[src/rtl/core/vtp_pkg.sv]
// ----------------------------------------------------------------------------
// vtp_pkg
// shared types and constants of the vertical thrust plant step block
// ----------------------------------------------------------------------------
package vtp_pkg;

  // payload of one input transfer
  typedef struct packed {
    logic signed [17:0] ctl_cmd;
    logic signed [31:0] disturbance_accel;
  } in_t;

  // payload of one result transfer
  typedef struct packed {
    logic signed [47:0] altitude;
    logic signed [31:0] vertical_velocity;
    logic        [16:0] actual_thrust;
  } out_t;

  // configuration register file
  typedef struct packed {
    logic [30:0] gravity;
    logic [30:0] full_accel;
    logic [16:0] thr_floor;
    logic [16:0] thr_ceil;
    logic [16:0] thr_hover;
    logic [30:0] damping;
    logic [16:0] response_alpha;
    logic [16:0] time_step;
  } cfg_t;

  localparam int unsigned CfgIdxW  = 3;
  localparam int unsigned CfgDataW = 32;

  typedef enum logic [CfgIdxW-1:0] {
    REG_GRAVITY        = 3'd0,
    REG_FULL_ACCEL     = 3'd1,
    REG_THR_FLOOR      = 3'd2,
    REG_THR_CEIL       = 3'd3,
    REG_THR_HOVER      = 3'd4,
    REG_DAMPING        = 3'd5,
    REG_RESPONSE_ALPHA = 3'd6,
    REG_TIME_STEP      = 3'd7
  } cfg_idx_t;

  localparam cfg_t CFG_RESET = '{
    gravity:          31'd642908,
    full_accel:       31'd1285816,
    thr_floor:        17'd0,
    thr_ceil:         17'd65536,
    thr_hover:        17'd32768,
    damping:          31'd0,
    response_alpha:   17'd65536,
    time_step:        17'd655
  };

  // thrust state reload on a hover register write
  typedef struct packed {
    logic        vld;
    logic [16:0] val;
  } thr_load_t;

  localparam logic [16:0] THRUST_RESET = 17'd32768;

  // operand pair fed to the shared multiplier
  typedef enum logic [2:0] {
    MS_THR = 3'd0,  // |thrust error| * alpha
    MS_ACC = 3'd1,  // thrust * full_accel
    MS_DMP = 3'd2,  // |velocity| * damping
    MS_NLO = 3'd3,  // |net accel| low word * time_step
    MS_NHI = 3'd4,  // |net accel| high part * time_step
    MS_ALT = 3'd5   // |velocity| * time_step
  } mul_sel_t;

  typedef enum logic [3:0] {
    S_IDLE    = 4'd0,
    S_MUL_THR = 4'd1,
    S_UPD_THR = 4'd2,
    S_MUL_ACC = 4'd3,
    S_MUL_DMP = 4'd4,
    S_NET     = 4'd5,
    S_MUL_NLO = 4'd6,
    S_MUL_NHI = 4'd7,
    S_NSUM    = 4'd8,
    S_VEL     = 4'd9,
    S_MUL_ALT = 4'd10,
    S_ALT     = 4'd11
  } state_t;

  // controller to datapath commands
  typedef struct packed {
    logic     ld_in;
    mul_sel_t mul_sel;
    logic     upd_thr;
    logic     ld_net;
    logic     upd_net;
    logic     ld_acc;
    logic     ld_mag;
    logic     upd_vel;
    logic     upd_alt;
  } dp_cmd_t;

endpackage

[src/rtl/core/vtp_cfg_regs.sv]
// ----------------------------------------------------------------------------
// vtp_cfg_regs
// configuration register file, with thrust reload on hover writes
// ----------------------------------------------------------------------------
module vtp_cfg_regs
  import vtp_pkg::*;
(
  input  logic                clk,
  input  logic                rst_n,
  input  logic                cfg_valid,
  input  logic [CfgIdxW-1:0]  cfg_index,
  input  logic [CfgDataW-1:0] cfg_data,
  output cfg_t                cfg,
  output thr_load_t           thr_load
);

  cfg_t cfg_r, cfg_nxt;

  always_comb begin
    cfg_nxt      = cfg_r;
    thr_load.vld = 1'b0;
    thr_load.val = cfg_data[16:0];
    if (cfg_valid) begin
      unique case (cfg_idx_t'(cfg_index))
        REG_GRAVITY:        cfg_nxt.gravity          = cfg_data[30:0];
        REG_FULL_ACCEL:     cfg_nxt.full_accel       = cfg_data[30:0];
        REG_THR_FLOOR:      cfg_nxt.thr_floor        = cfg_data[16:0];
        REG_THR_CEIL:       cfg_nxt.thr_ceil         = cfg_data[16:0];
        REG_THR_HOVER: begin
          cfg_nxt.thr_hover = cfg_data[16:0];
          thr_load.vld      = 1'b1;
        end
        REG_DAMPING:        cfg_nxt.damping          = cfg_data[30:0];
        REG_RESPONSE_ALPHA: cfg_nxt.response_alpha   = cfg_data[16:0];
        REG_TIME_STEP:      cfg_nxt.time_step        = cfg_data[16:0];
      endcase
    end
  end

  always_ff @(posedge clk) begin
    if (!rst_n) begin
      cfg_r <= CFG_RESET;
    end else begin
      cfg_r <= cfg_nxt;
    end
  end

  assign cfg = cfg_r;

endmodule

[src/rtl/core/vtp_ctrl.sv]
// ----------------------------------------------------------------------------
// vtp_ctrl
// sequencer for one plant tick and the result valid flag
// ----------------------------------------------------------------------------
module vtp_ctrl
  import vtp_pkg::*;
(
  input  logic    clk,
  input  logic    rst_n,
  input  logic    in_valid,
  output logic    in_ready,
  output logic    out_valid,
  input  logic    out_ready,
  output dp_cmd_t cmd
);

  state_t state_r, state_nxt;
  logic   out_valid_r, out_valid_nxt;
  logic   slot_free;

  assign slot_free = !out_valid_r || out_ready;

  // next state
  always_comb begin
    state_nxt = state_r;
    unique case (state_r)
      S_IDLE:    if (in_valid) state_nxt = S_MUL_THR;
      S_MUL_THR: state_nxt = S_UPD_THR;
      S_UPD_THR: state_nxt = S_MUL_ACC;
      S_MUL_ACC: state_nxt = S_MUL_DMP;
      S_MUL_DMP: state_nxt = S_NET;
      S_NET:     state_nxt = S_MUL_NLO;
      S_MUL_NLO: state_nxt = S_MUL_NHI;
      S_MUL_NHI: state_nxt = S_NSUM;
      S_NSUM:    state_nxt = S_VEL;
      S_VEL:     state_nxt = S_MUL_ALT;
      S_MUL_ALT: state_nxt = S_ALT;
      S_ALT:     if (slot_free) state_nxt = S_IDLE;
      default:   state_nxt = S_IDLE;
    endcase
  end

  // outputs
  always_comb begin
    cmd           = '0;
    cmd.mul_sel   = MS_THR;
    in_ready      = 1'b0;
    out_valid_nxt = out_valid_r && !out_ready;
    unique case (state_r)
      S_IDLE: begin
        in_ready   = 1'b1;
        cmd.ld_in  = in_valid;
      end
      S_MUL_THR: cmd.mul_sel = MS_THR;
      S_UPD_THR: cmd.upd_thr = 1'b1;
      S_MUL_ACC: cmd.mul_sel = MS_ACC;
      S_MUL_DMP: begin
        cmd.mul_sel = MS_DMP;
        cmd.ld_net  = 1'b1;
      end
      S_NET:     cmd.upd_net = 1'b1;
      S_MUL_NLO: cmd.mul_sel = MS_NLO;
      S_MUL_NHI: begin
        cmd.mul_sel = MS_NHI;
        cmd.ld_acc  = 1'b1;
      end
      S_NSUM:    cmd.ld_mag  = 1'b1;
      S_VEL:     cmd.upd_vel = 1'b1;
      S_MUL_ALT: cmd.mul_sel = MS_ALT;
      S_ALT: begin
        // keep the altitude product in place while the result slot is busy
        cmd.mul_sel = MS_ALT;
        cmd.upd_alt = slot_free;
        if (slot_free) out_valid_nxt = 1'b1;
      end
      default: ;
    endcase
  end

  always_ff @(posedge clk) begin
    if (!rst_n) begin
      state_r     <= S_IDLE;
      out_valid_r <= 1'b0;
    end else begin
      state_r     <= state_nxt;
      out_valid_r <= out_valid_nxt;
    end
  end

  assign out_valid = out_valid_r;

endmodule

[src/rtl/core/vtp_dp.sv]
// ----------------------------------------------------------------------------
// vtp_dp
// plant datapath: shared multiplier, rounding, state and result registers
// ----------------------------------------------------------------------------
module vtp_dp
  import vtp_pkg::*;
(
  input  logic      clk,
  input  logic      rst_n,
  input  cfg_t      cfg,
  input  thr_load_t thr_load,
  input  in_t       in_data,
  input  dp_cmd_t   cmd,
  output out_t      out_data
);

  localparam logic signed [18:0] CMD_LO  = -19'sd65536;
  localparam logic signed [18:0] CMD_HI  = 19'sd65536;
  localparam logic signed [48:0] VEL_HI  = 49'sd2147483647;
  localparam logic signed [48:0] VEL_LO  = -49'sd2147483648;
  localparam logic signed [48:0] ALT_HI  = 49'sd140737488355327;
  localparam logic signed [48:0] ALT_LO  = -49'sd140737488355328;
  localparam logic        [16:0] ONE_Q16 = 17'd65536;
  localparam logic        [63:0] RND_Q16 = 64'd32768;

  // state
  logic        [16:0] thr_r;
  logic signed [31:0] vel_r;
  logic signed [47:0] alt_r;
  // working registers
  logic signed [17:0] diff_r;
  logic signed [31:0] dist_r;
  logic        [63:0] prod_r;
  logic signed [47:0] net_r;
  logic        [49:0] acc_r;
  logic        [47:0] mag_r;
  out_t               out_r;

  // input side: desired thrust and error against actual
  logic signed [18:0] cmd_x, cmd_c, des_sum, des_c, lo19, hi19;
  logic signed [17:0] diff_in;

  always_comb begin
    cmd_x = {in_data.ctl_cmd[17], in_data.ctl_cmd};
    lo19  = $signed({2'b00, cfg.thr_floor});
    hi19  = $signed({2'b00, cfg.thr_ceil});
    priority if (cmd_x < CMD_LO) cmd_c = CMD_LO;
    else if (cmd_x > CMD_HI)     cmd_c = CMD_HI;
    else                         cmd_c = cmd_x;
    des_sum = $signed({2'b00, cfg.thr_hover}) + cmd_c;
    priority if (des_sum < lo19) des_c = lo19;
    else if (des_sum > hi19)     des_c = hi19;
    else                         des_c = des_sum;
    diff_in = $signed({1'b0, des_c[16:0]}) - $signed({1'b0, thr_r});
  end

  // magnitudes for the unsigned multiplier
  logic [17:0] diff_mag;
  logic [31:0] vel_mag;
  logic [47:0] net_mag;
  logic [16:0] alpha_sat;

  assign diff_mag  = diff_r[17] ? 18'(-diff_r) : 18'(diff_r);
  assign vel_mag   = vel_r[31] ? (~vel_r + 32'd1) : vel_r;
  assign net_mag   = net_r[47] ? (~net_r + 48'd1) : net_r;
  assign alpha_sat = (cfg.response_alpha > ONE_Q16) ? ONE_Q16 : cfg.response_alpha;

  logic [31:0] mul_a, mul_b;

  always_comb begin
    unique case (cmd.mul_sel)
      MS_THR: begin
        mul_a = 32'(diff_mag);
        mul_b = 32'(alpha_sat);
      end
      MS_ACC: begin
        mul_a = 32'(thr_r);
        mul_b = 32'(cfg.full_accel);
      end
      MS_DMP: begin
        mul_a = vel_mag;
        mul_b = 32'(cfg.damping);
      end
      MS_NLO: begin
        mul_a = net_mag[31:0];
        mul_b = 32'(cfg.time_step);
      end
      MS_NHI: begin
        mul_a = 32'(net_mag[46:32]);
        mul_b = 32'(cfg.time_step);
      end
      MS_ALT: begin
        mul_a = vel_mag;
        mul_b = 32'(cfg.time_step);
      end
      default: begin
        mul_a = '0;
        mul_b = '0;
      end
    endcase
  end

  // rounded product, nearest with ties away from zero on the magnitude
  logic [63:0] prod_sum;
  logic [47:0] prod_rnd;

  assign prod_sum = prod_r + RND_Q16;
  assign prod_rnd = prod_sum[63:16];

  // actuator lag and thrust clamp
  logic signed [19:0] thr_sum, thr_new, lo20, hi20;

  always_comb begin
    lo20 = $signed({3'b000, cfg.thr_floor});
    hi20 = $signed({3'b000, cfg.thr_ceil});
    if (diff_r[17]) thr_sum = $signed({3'b000, thr_r}) - $signed({2'b00, prod_rnd[17:0]});
    else            thr_sum = $signed({3'b000, thr_r}) + $signed({2'b00, prod_rnd[17:0]});
    priority if (thr_sum < lo20) thr_new = lo20;
    else if (thr_sum > hi20)     thr_new = hi20;
    else                         thr_new = thr_sum;
  end

  // net acceleration
  logic signed [47:0] net_base, drag, net_new;

  assign net_base = $signed({15'b0, prod_rnd[32:0]}) - $signed({17'b0, cfg.gravity})
                  + $signed({{16{dist_r[31]}}, dist_r});
  assign drag     = $signed({1'b0, prod_rnd[46:0]});
  assign net_new  = vel_r[31] ? (net_r + drag) : (net_r - drag);

  // wide product of net magnitude and time step, split in two words
  logic [63:0] nprod;

  assign nprod = {prod_r[31:0], 32'b0} + 64'(acc_r);

  // velocity and altitude integration with saturation
  logic signed [48:0] vel_sum, vel_new, alt_sum, alt_new;

  always_comb begin
    if (net_r[47]) vel_sum = $signed({{17{vel_r[31]}}, vel_r}) - $signed({1'b0, mag_r});
    else           vel_sum = $signed({{17{vel_r[31]}}, vel_r}) + $signed({1'b0, mag_r});
    priority if (vel_sum > VEL_HI) vel_new = VEL_HI;
    else if (vel_sum < VEL_LO)     vel_new = VEL_LO;
    else                           vel_new = vel_sum;

    if (vel_r[31]) alt_sum = $signed({alt_r[47], alt_r}) - $signed({1'b0, prod_rnd});
    else           alt_sum = $signed({alt_r[47], alt_r}) + $signed({1'b0, prod_rnd});
    priority if (alt_sum > ALT_HI) alt_new = ALT_HI;
    else if (alt_sum < ALT_LO)     alt_new = ALT_LO;
    else                           alt_new = alt_sum;
  end

  // plant state
  always_ff @(posedge clk) begin
    if (!rst_n) begin
      thr_r <= THRUST_RESET;
      vel_r <= '0;
      alt_r <= '0;
    end else begin
      if (thr_load.vld)     thr_r <= thr_load.val;
      else if (cmd.upd_thr) thr_r <= thr_new[16:0];
      if (cmd.upd_vel)      vel_r <= vel_new[31:0];
      if (cmd.upd_alt)      alt_r <= alt_new[47:0];
    end
  end

  // working and result registers
  always_ff @(posedge clk) begin
    prod_r <= mul_a * mul_b;
    if (cmd.ld_in) begin
      diff_r <= diff_in;
      dist_r <= in_data.disturbance_accel;
    end
    if (cmd.ld_net)  net_r <= net_base;
    if (cmd.upd_net) net_r <= net_new;
    if (cmd.ld_acc)  acc_r <= prod_r[49:0] + 50'(RND_Q16);
    if (cmd.ld_mag)  mag_r <= nprod[63:16];
    if (cmd.upd_alt) begin
      out_r.altitude          <= alt_new[47:0];
      out_r.vertical_velocity <= vel_r;
      out_r.actual_thrust     <= thr_r;
    end
  end

  assign out_data = out_r;

endmodule

[src/rtl/core/vertical_thrust_plant_step_top.sv]
// ----------------------------------------------------------------------------
// vertical_thrust_plant_step_top
// result: flagged valid by the last step once the result slot is free
// one item at a time: the chain of six products runs through the one
//   shared 32x32 multiplier, and no new input is taken until it ends
// reset: synchronous, clears altitude and velocity, thrust to hover value
// ----------------------------------------------------------------------------
module vertical_thrust_plant_step_top
  import vtp_pkg::*;
(
  input  logic                clk,
  input  logic                rst_n,
  // input channel
  input  logic                in_valid,
  output logic                in_ready,
  input  in_t                 in_data,
  // result channel
  output logic                out_valid,
  input  logic                out_ready,
  output out_t                out_data,
  // configuration write channel
  input  logic                cfg_valid,
  output logic                cfg_ready,
  input  logic [CfgIdxW-1:0]  cfg_index,
  input  logic [CfgDataW-1:0] cfg_data
);

  cfg_t      cfg;
  thr_load_t thr_load;
  dp_cmd_t   cmd;

  // writes always taken; user keeps software writes only while idle
  assign cfg_ready = 1'b1;

  // configuration registers; a hover write also reloads actual thrust
  vtp_cfg_regs u_cfg (
    .clk       (clk),
    .rst_n     (rst_n),
    .cfg_valid (cfg_valid),
    .cfg_index (cfg_index),
    .cfg_data  (cfg_data),
    .cfg       (cfg),
    .thr_load  (thr_load)
  );

  // sequencer: one step per cycle, waits in the last step while the
  // result register still holds an untaken transfer
  vtp_ctrl u_ctrl (
    .clk       (clk),
    .rst_n     (rst_n),
    .in_valid  (in_valid),
    .in_ready  (in_ready),
    .out_valid (out_valid),
    .out_ready (out_ready),
    .cmd       (cmd)
  );

  // datapath: thrust lag, net acceleration, euler integration
  vtp_dp u_dp (
    .clk      (clk),
    .rst_n    (rst_n),
    .cfg      (cfg),
    .thr_load (thr_load),
    .in_data  (in_data),
    .cmd      (cmd),
    .out_data (out_data)
  );

endmodule

[config.mk]
export PLATFORM = sky130hd
export DESIGN_NAME = vertical_thrust_plant_step_top
export DESIGN_NICKNAME = d
export VERILOG_FILES = /design/src/rtl/core/vtp_pkg.sv /design/src/rtl/core/vtp_cfg_regs.sv /design/src/rtl/core/vtp_ctrl.sv /design/src/rtl/core/vtp_dp.sv /design/src/rtl/core/vertical_thrust_plant_step_top.sv
export SDC_FILE = /design/constraint.sdc
export NUM_CORES = 2
export LEC_CHECK = 0
export ABC_AREA = 1
export BUFFER_PORTS_ARGS = -buffer_cell sky130_fd_sc_hd__buf_2
export CAP_MARGIN = 30
export CELL_PAD_IN_SITES_DETAIL_PLACEMENT = 0
export CELL_PAD_IN_SITES_GLOBAL_PLACEMENT = 2
export CORE_ASPECT_RATIO = 0.5
export CORE_MARGIN = 5
export CORE_UTILIZATION = 41
export CTS_BUF_LIST = sky130_fd_sc_hd__clkbuf_16
export CTS_CLUSTER_SIZE = 20
export DETAILED_ROUTE_END_ITERATION = 7
export MAX_ROUTING_LAYER = met4
export PLACE_DENSITY_LB_ADDON = 0.1
export RECOVER_POWER = 25
export SLEW_MARGIN = 25
export SYNTH_ARGS = -nofsm -noshare
export SYNTH_HDL_FRONTEND = slang
export SYNTH_HIERARCHICAL = 1
export SYNTH_SLANG_ARGS = --single-unit
[constraint.sdc]
create_clock -name clk -period 25.2 [get_ports clk]
set_input_delay 1.26 -clock clk [delete_from_list [all_inputs] [get_ports clk]]
set_output_delay 1.26 -clock clk [all_outputs]
set_load 0.03 [all_outputs]
==> results.py <==
metrics = {
    "timing": {
        "hold_viol": 0,
        "drv_slew": 191,
        "fmax_ghz": 0.0854,
        "max_slew_margin": -1.21,
        "finalSetupViolCount": 0,
        "min_period_over_period": 0.465,
        "finalSetupTns_ps": 0,
        "fin_skew_ps": 80.1,
        "rsz0062_at_grt": "no",
        "tightest_slew_ps": 3320,
        "period_needed_ps": 11710,
    },
    "critical_path": {
        "cpPeakStageDelay_ps": 700,
        "cp.required_ps": 25750,
        "cp_slowest_cell": "nand3_1",
        "critPathKind": "reg -> reg",
        "path_buf_inv": 10,
        "end_kind": "flop",
        "worstPathArrival_ps": 12260,
        "cpMostUsedCell": "fa_1",
        "startpoint_type": "flop",
        "cp_top_family": "adder cells",
        "crit_fanout": 22,
    },
    "finish": {
        "area_delta_synth_final_pct": 7.71,
        "nets": 13100,
        "final_util": 0.443,
        "finalInstanceArea_um2": 88600,
        "drive_gt1_frac": 0.0527,
    },
    "floorplanning": {
        "start_util": 0.412,
        "io-pin-count": 190,
        "die_area_um2": 210000,
        "die_w_um": 644,
        "num_rows": 116,
        "coreArea_um2": 200000,
        "die_h_um": 327,
    },
    "outcome": {
        "failed_checks": "max-capacitance violations, max-slew violations",
        "run_status": "finished with violations",
    },
    "global_route": {
        "grt_antenna_before_repair": 16,
        "grt_use_total": 0.331,
        "grt_busiest_layer": "met1",
        "grtUsageMet2": 0.470,
        "grt_max_degree": 84,
        "grt_pass1_wl_mm": 504,
        "grt_use_met1": 0.487,
        "grtUsageMet3": 0.0566,
        "grt.overflow.total": 0,
        "first_global_vias": 74600,
    },
    "clock_tree": {
        "clk_latency_ps": 690,
        "cts_buffers": 69,
        "clock_sinks": 621,
        "holdBufCountCts": 0,
        "clockRootBuffer": "clkbuf_16",
        "cts_htree_levels": 3,
        "clkTransAtPathRegs_ps": 70,
        "cts.repair_timing.setup_buffer_count": 0,
        "tritoncts": "built",
        "cts_buffer_depth": 3,
        "cts_resized": 0,
    },
    "worst_hold_path": {
        "min_path_type": "reg -> reg",
    },
    "synth": {
        "synth-seq-cells": 621,
        "synth_top_area_share": 0.213,
        "synth_nets": 13100,
        "synth_edf_count": 277,
        "synthDistinctLibCells": 70,
        "yosysTopAreaCell": "fa_1",
        "synth-main-ff-cell": "dfxtp_1",
        "synth.avg_cell_area_um2": 7.16,
        "synth_area_leaders": "fa_1, nand2_1, edfxtp_1",
        "async_flop_share": 0,
        "yosysWarnings": 6,
        "ys_seq_area_frac": 0.185,
        "synth_most_common_cell": "nand2_1",
        "synthCells": 11500,
        "synthTopCellsByCount": "nand2_1, inv_1, nor2_1",
        "syn_area_um2": 82300,
    },
    "drt": {
        "drt-vias-per-instance": 5.37,
        "wl_per_cell_um": 24.0,
        "drc_errors": 0,
        "first_iter_violations": 7248,
        "drt_wl_total_mm": 342,
        "final_antenna_net_count": 0,
        "firstDrtPassIters": 6,
        "vias": 76600,
    },
    "placed_design": {
        "dp_hpwl_mm": 280,
        "port_buffers": 187,
        "placedInstanceArea_um2": 86300,
        "place_congestion": 1.04,
    },
    "power_and_ir_drop": {
        "power_density_nw_per_um2": 70.8,
        "vdd_ir_drop_max_uv": 60.6,
        "p_leak_nw": 44.1,
    },
    "job": {
        "cap_violations": 5,
    },
}
-- layout make-up --
class	instances	area (um^2)
clock buffer	72	1800
inverter	2100	7890
clock inverter	55	546
tap	2655	3320
timing repair buffer	335	2070
sequential	621	15200
fill	21100	111000
multi-input combinational	8410	57800
antenna	10	25.0
-- path summary, 6_finish.rpt --
kind,cells past startpoint,end,from,slack [ps]
worst max-delay path,37,u_dp/prod_r[56],u_ctrl/state_r[3],13490
worst min-delay path,0,u_dp/mag_r[0],u_dp/acc_r[16],420
worst max register to register,37,u_dp/prod_r[56],u_ctrl/state_r[3],13490
worst min register to register,0,u_dp/mag_r[0],u_dp/acc_r[16],420
-- per-layer routing --
| layer | vias up | part of all wire |
|---|---|---|
| li1 | 35900 | - |
| met1 | 37500 | 0.48 |
| met2 | 2771 | 0.41 |
| met3 | 410 | 0.082 |
| met4 | 0 | 0.028 |
| met5 | - | 0 |
-- power by group --
group	switching [mW]	internal [mW]	total [mW]	leakage (nW)
logic	2.74	1.15	3.89	37.6
clock network	0.493	0.599	1.09	1.17
registers	0.0988	1.19	1.29	5.31
-- flip-flops by register name, indices dropped and copies added, names as in the netlist --
register,flops
u_dp/acc_r,34
u_dp/prod_r,64
u_ctrl/out_valid,1
u_dp/diff_r,18
u_dp/mag_r,48
u_dp/alt_r,48
u_dp/out_data,97
u_ctrl/state_r,4
u_dp/net_r,48
u_cfg/cfg,178
u_dp/vel_r,32
u_dp/thr_r,17
u_dp/dist_r,32
-- kinds of logic after synthesis --
kind of cell,Yosys count,share of synthesized area
simple gates,5143,0.257
buf+inv,2455,0.115
flops,621,0.185
other cells,1,0.0000456
fa+ha+maj,1507,0.309
compound gates,1388,0.0930
xor+xnor,371,0.0404
-- metrics by stage --
stage	power, mW	setup slack, ps	cells	hold slack [ps]
floorplan	3.68	16420	11500	400
global placement	5.10	13410	14100	401
detailed placement	5.11	13820	14100	405
CTS	6.23	13710	14200	421
global route	6.71	12920	14300	436
finish	6.27	13490	14300	422
-- layout by cell type, fill, tap and decap left out, types with 25 or more instances in the layout --
| cell | n |
|---|---|
| clkinv_1 | 26 |
| nor2_2 | 29 |
| nor2_1 | 1512 |
| nor3_1 | 103 |
| and2_1 | 25 |
| dfxtp_1 | 343 |
| nand3_1 | 539 |
| nand2_1 | 2646 |
| o21a_1 | 25 |
| nand4_1 | 111 |
| fa_1 | 877 |
| edfxtp_1 | 277 |
| a21o_1 | 34 |
| a31oi_1 | 56 |
| xnor2_1 | 106 |
| ha_1 | 630 |
| a21oi_1 | 634 |
| o21bai_1 | 38 |
| buf_4 | 129 |
| buf_2 | 178 |
| or2_2 | 27 |
| xor2_1 | 256 |
| clkbuf_16 | 72 |
| nand2_2 | 30 |
| o21ai_0 | 445 |
| nor4_1 | 38 |
| inv_1 | 2075 |
(Power assumes the default switching activity.)
